`src/sv/mqlf_pkg.sv`:
```
// ---------------------------------------------------------------------------
// mqlf_pkg
// Shared types and codes of the linked-list multi-queue manager.
// ---------------------------------------------------------------------------
`default_nettype none

package mqlf_pkg;

	localparam int QID_W   = 3;
	localparam int KIND_W  = 8;
	localparam int BUF_W   = 8;
	localparam int DEPTH_W = 9;

	localparam logic FUNC_SEND    = 1'b0;
	localparam logic FUNC_RECV    = 1'b1;
	localparam logic STATUS_OK    = 1'b0;
	localparam logic STATUS_EMPTY = 1'b1;

	typedef struct packed {
		logic              func;
		logic [QID_W-1:0]  queue_id;
		logic [KIND_W-1:0] msg_kind;
		logic [BUF_W-1:0]  buffer_index;
	} req_t;

	typedef struct packed {
		logic               status;
		logic [KIND_W-1:0]  out_kind;
		logic [BUF_W-1:0]   out_buffer;
		logic [DEPTH_W-1:0] queue_depth;
	} rsp_t;

	// Controller to datapath commands.
	typedef struct packed {
		logic capture;  // latch request, launch memory read
		logic commit;   // update queue state, load result register
	} cmd_t;

endpackage

`default_nettype wire

```
`src/sv/mqlf_ctrl.sv`:
```
// ---------------------------------------------------------------------------
// mqlf_ctrl
// Two-state controller: capture a request, then commit it once the result
// register is free. Owns both handshakes.
// ---------------------------------------------------------------------------
`default_nettype none

module mqlf_ctrl
	import mqlf_pkg::*;
(
	input  wire  clk,
	input  wire  arst_n,
	input  wire  req_valid,
	output logic req_stall,
	output logic rsp_valid,
	input  wire  rsp_stall,
	output cmd_t cmd
);

	typedef enum logic [1:0] {
		ST_IDLE = 2'b01,
		ST_EXEC = 2'b10
	} state_t;

	state_t state_q, state_d;
	logic   rsp_valid_q;
	logic   rsp_free;

	assign rsp_free    = !rsp_valid_q || !rsp_stall;
	assign req_stall   = (state_q != ST_IDLE);
	assign cmd.capture = (state_q == ST_IDLE) && req_valid;
	assign cmd.commit  = (state_q == ST_EXEC) && rsp_free;
	assign rsp_valid   = rsp_valid_q;

	always_comb begin
		state_d = state_q;
		unique case (state_q)
			ST_IDLE: begin
				if (req_valid) state_d = ST_EXEC;
			end
			ST_EXEC: begin
				if (rsp_free) state_d = ST_IDLE;
			end
			default: state_d = ST_IDLE;
		endcase
	end

	always_ff @(posedge clk or negedge arst_n) begin
		if (!arst_n) begin
			state_q     <= ST_IDLE;
			rsp_valid_q <= 1'b0;
		end else begin
			state_q <= state_d;
			if (cmd.commit) rsp_valid_q <= 1'b1;
			else if (!rsp_stall) rsp_valid_q <= 1'b0;
		end
	end

endmodule

`default_nettype wire

```
`config.mk`:
```
export PLATFORM = sky130hd
export DESIGN_NAME = mqlf_ctrl
export DESIGN_NICKNAME = d
export VERILOG_FILES = /design/src/sv/mqlf_pkg.sv /design/src/sv/mqlf_ctrl.sv
export SDC_FILE = /design/constraint.sdc
export NUM_CORES = 1
export LEC_CHECK = 0
export BUFFER_PORTS_ARGS = -buffer_cell sky130_fd_sc_hd__buf_2
export CAP_MARGIN = 15
export CORE_AREA = 4 4 41 43
export CTS_CLUSTER_SIZE = 14
export DETAILED_ROUTE_END_ITERATION = 16
export DIE_AREA = 0 0 45 47
export SLEW_MARGIN = 15
export SYNTH_ARGS = -nofsm -noshare
export SYNTH_HDL_FRONTEND = slang
export SYNTH_SLANG_ARGS = --single-unit
```
`constraint.sdc`:
```
create_clock -name clk -period 0.9 [get_ports clk]
set_clock_uncertainty 0.1 [all_clocks]
set_input_delay 0.045 -clock clk [delete_from_list [all_inputs] [get_ports clk]]
set_output_delay 0.045 -clock clk [all_outputs]
set_load 0.005 [all_outputs]
```
Word level (Yosys, flattened, before mapping)
Cells that the tools add are included.
- add/subtract/negate cells: 0
- multipliers: 0
- div/mod/pow operators: 0
- $lt $le $gt $ge: 0
- equality and inequality tests: 6
- shift operators: 0
- muxes and demuxes: 5
- bitwise operators: 0
- reduce and logical (&&, ||, !) cells: 6
- operators by type and width (cell ; number):
    two-way mux 2 bit ; 2
    inequality test 2 x 1 -> 1 bit, second input constant ; 2
    inequality test 2 bit, second input constant ; 2
    case mux 2 bit (2 select lines) ; 1
    equality test 2 x 1 -> 1 bit, second input constant ; 1
    equality test 2 bit, second input constant ; 1
    logical AND 1 bit ; 2
    zero test 1 bit ; 2
    two-way mux 1 bit ; 2
    AND reduction 2 bit ; 1
    logical OR 1 bit ; 1
- flip-flop bits (word level): 3
- latch bits: 0
- memory bits (writable): 0
- bits in read-only memories: 0
- input bits: 4
- output and inout port bits: 4
- logic and storage cells: 19
- memories kept: 0

Longest topological paths before layout
Gate-level depths: netlist of the first run.
- word-level depth: 4
- gate-level depth with buffers: 2
- depth with buffers taken out: 2

Worst setup path before layout of the first run
OpenSTA, ideal clock, no wires.
- kind: register -> register
- start: register state_q[0]
- end: register state_q[0]
- setup time: 0.077 ns
- arrival time: 0.861 ns
- required time: 0.723 ns
- setup slack: -0.138 ns
- stages on the path, launching flop included: 3
- path buffers: 0
- period minus slack after synthesis: 1.038 ns
- cell sequence: dfstp_2 -> and3b_1 -> o21ba_4
- word-level cells in the longest chain between the ends: 3
- elaborated cells on any way between the ends: 6
- those cells by class: 4 x eq/ne; 1 x mux; 1 x reduce/logical
- RTL lines (element ; RTL line ; text):
    start, declared ; mqlf_ctrl.sv:25 ; state_t state_q, state_d;
    start signal, assigned ; mqlf_ctrl.sv:53 ; state_q <= state_d;
    equality test 2 bit / equality test 2 x 1 -> 1 bit (equally long branches) ; mqlf_ctrl.sv:37 ; unique case (state_q)
    inequality test 2 bit (no source line) ; - ;
    AND reduction 2 bit (no source line) ; - ;
Several ways; a longest one is shown, not always the timed one.
A chain may end at the register's enable or synchronous reset.

==> results of run 1 <==
[cells in the final DEF (no fill, tap or decap), drive strengths merged]
cell,instances
dfrtp,2
buf,9
o21ba,1
dfstp,1
a21oi,1
and3b,1
nand2b,2
dlygate4sd3,1
nand2,2
o21bai,1
clkbuf,4
[per-layer routing]
metal | up-vias | share of wire [%] | GRT usage (%)
met5 | - | 0 | 0
met3 | 0 | 19 | 7.28
li1 | 64 | - | -
met2 | 9 | 39 | 5.93
met1 | 65 | 42 | 5.48
met4 | 0 | 0 | 0
[power by group through the flow]
stage                     Combinational (mW)  Sequential, mW  Clock (mW)
after floorplan                       0.0413           0.167           0
after detailed placement              0.0772           0.169           0
after global routing                   0.112           0.175       0.275
after global placement                0.0767           0.167           0
final                                  0.101           0.172       0.238
after CTS                             0.0956           0.171       0.251
[state kept, by name (all words and copies together), names as in the netlist]
register   cells
state_q        2
rsp_valid      1
[repair_timing]
action,CTS,global route
buffers inserted,1,1
endpoints found under the hold margin,3,0
pin swaps,1,2
gates resized for setup,2,2
endpoints found under the setup margin,7,7
hold buffers,1,0
cloned,0,0
[stage by stage]
| step | worst slack (ns) | hold slack (ns) | cell area (um^2) | power (mW) |
|---|---|---|---|---|
| CTS | -0.331 | 0.00434 | 240 | 0.517 |
| global placement | -0.148 | -0.255 | 188 | 0.244 |
| detailed placement | -0.145 | -0.252 | 188 | 0.246 |
| finish | -0.303 | 0.0433 | 254 | 0.510 |
| floorplan | -0.130 | -0.351 | 134 | 0.208 |
| global route | -0.361 | 0.0540 | 254 | 0.561 |
[logic make-up (layout without fill, tap and decap cells)]
family	Yosys count	count (layout)	synth area share [%]
buf+inv	0	14	0
flops	3	3	57.0
compound gates	3	3	21.5
simple gates	5	5	21.5
[worst max-delay path: cells and delay by family (launching register included)]
kind | cells | cell delay [ns]
buffers and inverters | 1 | 0.11
DFF | 1 | 0.53
and+or+nand+nor | 1 | 0.19
[worst max path at each step]
stage | startpoint | end | slack (ns)
final | state_q[0] | cmd[1] | -0.30
after global routing | state_q[0] | cmd[1] | -0.36
after detailed placement | state_q[0] | state_q[0] | -0.14
after floorplan | state_q[0] | state_q[0] | -0.13
after global placement | state_q[0] | state_q[0] | -0.15
after CTS | state_q[0] | cmd[1] | -0.33
[layout make-up]
class,count,share of cell area (%)
multi-input cells,8,28.6
repair buffers,10,23.6
clock buffers,4,10.3
flip-flops and latches,3,30.0
well taps,15,7.39
==> metrics.cfg, run 1 <==
[status]
status=finished with violations
violations=setup timing

[clocking]
cts_tree=yes
clk_latency_ns=0.23
clock-sinks=3
cts_buffers=3
cts_max_path_buffers=2
h-tree-depth=1
cts-root-buf=clkbuf_4
clk_pin_slew_ns=0.04

[critical_path]
cp-end-kind=primary output
cp_slowest_cell=dfstp_2
cp.required_ns=0.75
r2r_slack_ns=-0.23
critical_path_class=reg -> out
worst-path-max-fanout=3
reg2reg_depth=3
reg2reg_from=state_q[1]
cp_data_arrival_time_ns=1.06
cpPeakStageDelay_ns=0.53
r2r-end=state_q[1]
start_kind=flip-flop
path_cells=and3b_2 > buf_2

[layout]
areaGrowthSynthToFinish_pct=89.7
layout-drive-gt1-share_pct=72.0
multiInputGateArea_um2=72.6
final_util_pct=19.5
insertedDiodeCount=0
fill_cells=147
seqCellArea_um2=76.3
instances_no_fill=40
nets=30

[logic_synthesis]
synth_area_leaders=dfrtp_1 37%, dfstp_2 20%, o21ba_4 12%
netlist_instances=11
syn-mean-instance-area_um2=12.2
yosysWarningCount=0
yosys-top-cells-count=2 x dfrtp_1, 2 x nand2_1, 2 x nand2b_1
yosysTopAreaCell=dfrtp_1
yosysUniqueCellTypes=8
synth_top_cell_area_share_pct=37.4
synth_seq_area_share_pct=57.0
synth_nets=15
syn_area_um2=134
synth_edf_count=0
ys_ff_latch=3
async_reset_ff_share_pct=100
synth-main-ff-cell=dfrtp_1

[global_route]
grt_use_total_pct=5.06
grt_pass1_vias=153
grt_pass1_wl_um=662
grt_max_degree=5
antenna_found_initial=0
gr-total-overflow=0

[sta]
setup_viol=7
slew_violations=0
setup_ws_ns=-0.303
hold_viol=0
clock.fmax_ghz=0.831
worst_slew_pin_slew_ns=0.146
timing.final.crit_share_pct=134
min_period_ns=1.20
relSlewSlack_pct=90.2
rsz0062_at_grt=true
tns_ns=-1.25

[worst_hold_path]
hold_end=rsp_valid
hold_class=in -> reg
hold_depth=3
hp-start=rsp_stall

[floorplan]
dieArea_um2=2120
initial_core_util_pct=10.3
die_h_um=47
num_rows=13
fp.coreArea_um2=1300
die_width_um=45
pin_count=8

[run]
drv_cap=0

[detailed_routing]
dr.pass1.iters=2
drc_errors=0
num_vias=138
routed_wl_um=402
post_drt_wl_per_cell_um=10.1
ant_nets=0
drtIter0Drc=2
vias_per_cell=3.45

[power]
clockPowerShare_pct=46.6
p_sw_share_pct=24.4
pwr_density_cell_nw_per_um2=2010
power_frac_comb_pct=19.7
switching_power_mw=0.124
p_leak_nw=0.131
power.internal_mw=0.386
p_seq_share_pct=33.7
ir_drop_uv=885

[place]
dpl.cell_count=33
gp_congestion=0.576
port_buffers=7

Power figures use the tool's default switching activity.
==> run 2, diff against run 1 <==
--- a/config.mk
+++ b/config.mk
@@ -8,6 +8,7 @@
 export BUFFER_PORTS_ARGS = -buffer_cell sky130_fd_sc_hd__buf_2
 export CAP_MARGIN = 15
 export CORE_AREA = 4 4 41 43
+export CTS_BUF_LIST = sky130_fd_sc_hd__clkbuf_8
 export CTS_CLUSTER_SIZE = 14
 export DETAILED_ROUTE_END_ITERATION = 16
 export DIE_AREA = 0 0 45 47
==> run 2 against run 1 <==
Effect of this change: the run still ends with setup timing left; sequential share of layout area fell by 2.1 points; core utilization rose by 1.4 points; combinational power barely moved; clock power rose by 58%; global-route usage fell by 0.16 points; die area did not move.
==> metrics.cfg, run 2 (synthesis results as in run 1) <==
[status]
status=finished with violations
violations=setup timing

[power]
power.internal_mw=0.510  ; +32%
switching_power_mw=0.139  ; +12%
clockPowerShare_pct=58.0  ; +11 points
p_leak_nw=0.143  ; +9.1%
p_seq_share_pct=26.5  ; -7.2 points
ir_drop_uv=1240  ; +40%
p_sw_share_pct=21.5  ; -2.9 points
power_frac_comb_pct=15.5  ; -4.2 points
pwr_density_cell_nw_per_um2=2380  ; +19%

[layout]
layout-drive-gt1-share_pct=72.0  ; unchanged
layout_commonest_cell=buf_2
layout_common_cells=7 x buf_2, 3 x clkbuf_8, 2 x buf_4, 2 x dfrtp_1
fill_cells=145  ; -1.4%
largest_reg_flops=2  ; unchanged
instances_no_fill=40  ; unchanged
final_util_pct=21.0  ; +1.4 points
insertedDiodeCount=0  ; unchanged
top_register=state_q
nets=30  ; unchanged
areaGrowthSynthToFinish_pct=104

[critical_path]
worst-path-max-fanout=3  ; unchanged
start_kind=flip-flop
cp-end-kind=primary output
critical_path_class=reg -> out
cp_data_arrival_time_ns=1.04  ; -0.02 ns
cp.required_ns=0.75  ; about the same

[detailed_routing]
routed_wl_um=396  ; -1.5%
ant_nets=0  ; unchanged
drtIter0Drc=0  ; -2
drc_errors=0  ; unchanged
post_drt_wl_per_cell_um=9.90  ; -1.5%
num_vias=139  ; +0.72%
dr.pass1.iters=1  ; -1
vias_per_cell=3.48  ; +0.72%

[sta]
min_period_ns=1.18  ; -0.0192 ns
slew_violations=0  ; unchanged
clock.fmax_ghz=0.845  ; +1.6%
relSlewSlack_pct=90.2  ; about the same
hold_viol=0  ; unchanged
setup_ws_ns=-0.284  ; +0.0192 ns
rsz0062_at_grt=true
setup_viol=6  ; -1
timing.final.crit_share_pct=132  ; -2.1 points
worst_slew_pin_slew_ns=0.147  ; +0.000816 ns

[clocking]
clock-sinks=3  ; unchanged
cts-root-buf=clkbuf_8
h-tree-depth=1  ; unchanged
cts_max_path_buffers=2  ; unchanged
cts_tree=yes
clk_pin_slew_ns=0.03  ; about the same
cts_buffers=3  ; unchanged
clk_latency_ns=0.21  ; -0.02 ns

[floorplan]
fp.coreArea_um2=1300  ; unchanged
dieArea_um2=2120  ; unchanged
num_rows=13  ; unchanged
initial_core_util_pct=10.3  ; unchanged
die_width_um=45  ; unchanged
pin_count=8  ; unchanged
die_h_um=47  ; unchanged

[run]
drv_cap=0  ; unchanged

[place]
port_buffers=7  ; unchanged
gp_congestion=0.576  ; unchanged
dpl.cell_count=33  ; unchanged

[global_route]
grt_pass1_wl_um=676  ; +2.1%
grt_pass1_vias=159  ; +3.9%
grt_max_degree=5  ; unchanged
antenna_found_initial=0  ; unchanged
gr-total-overflow=0  ; unchanged
grt_use_total_pct=4.90  ; -0.16 points

[worst_hold_path]
hold_class=in -> async

[run 2: cell count changes in the layout (fill, tap and decap cells not counted), sizes merged]
cell | previous run | this run
clkbuf | 4 | 3
inv | 0 | 1
[run 2: layer usage]
layer  GRT usage, %  wire (um)  vias to the layer above
li1               -          -                       65
met2           6.21        164                        8
met1           5.47        171                       66
met5              0          0                        -
met3           6.13         60                        0
met4              0          0                        0
[run 2: timing repair]
action                                  4_1_cts  5_1_grt
pin swaps                                     1        2
endpoints found under the setup margin        6        7
resized for setup                             3        1
endpoints found under the hold margin         3        0
hold buffers                                  1        0
buffers inserted                              1        1
[run 2: power groups by stage]
stage | logic (mW) | registers (mW) | clock network (mW)
after detailed placement | 0.0772 | 0.169 | 0
after global placement | 0.0767 | 0.167 | 0
after floorplan | 0.0413 | 0.167 | 0
final | 0.100 | 0.172 | 0.377
after global routing | 0.111 | 0.175 | 0.402
after CTS | 0.0973 | 0.172 | 0.393
[run 2: per-stage QoR]
stage	hold slack [ns]	setup slack [ns]	power [mW]	TNS, ns	instance area [um^2]
finish	0.0589	-0.284	0.650	-1.18	273
global route	0.0809	-0.328	0.689	-1.44	273
CTS	0.0393	-0.305	0.662	-1.30	263
detailed placement	-0.252	-0.145	0.246	-0.569	188
global placement	-0.255	-0.148	0.244	-0.566	188
floorplan	-0.351	-0.130	0.208	-0.260	134
[run 2: worst max-delay path, stage by stage (launching register included)]
cell,delay (ns)
dfstp_2,0.53
and3b_2,0.19
buf_2,0.11
[run 2: final cells by class]
cell class / instances / area [um^2] / area share, %
tap: 15 / 18.8 / 6.88
timing repair buffer: 10 / 60.1 / 22.0
multi-input combinational: 8 / 72.6 / 26.6
sequential: 3 / 76.3 / 28.0
clock inverter: 1 / 3.75 / 1.38
clock buffer: 3 / 41.3 / 15.1
[run 2: final timing paths]
path	cells after the start	startpoint	endpoint	slack, ns
max	2	state_q[0]	cmd[1]	-0.28
min	2	arst_n	rsp_valid	0.06
max reg2reg	3	state_q[1]	state_q[1]	-0.23
min reg2reg	2	state_q[1]	rsp_valid	0.45
max in group asynchronous	2	arst_n	state_q[0]	0.44
min in group clk	3	rsp_stall	rsp_valid	0.06
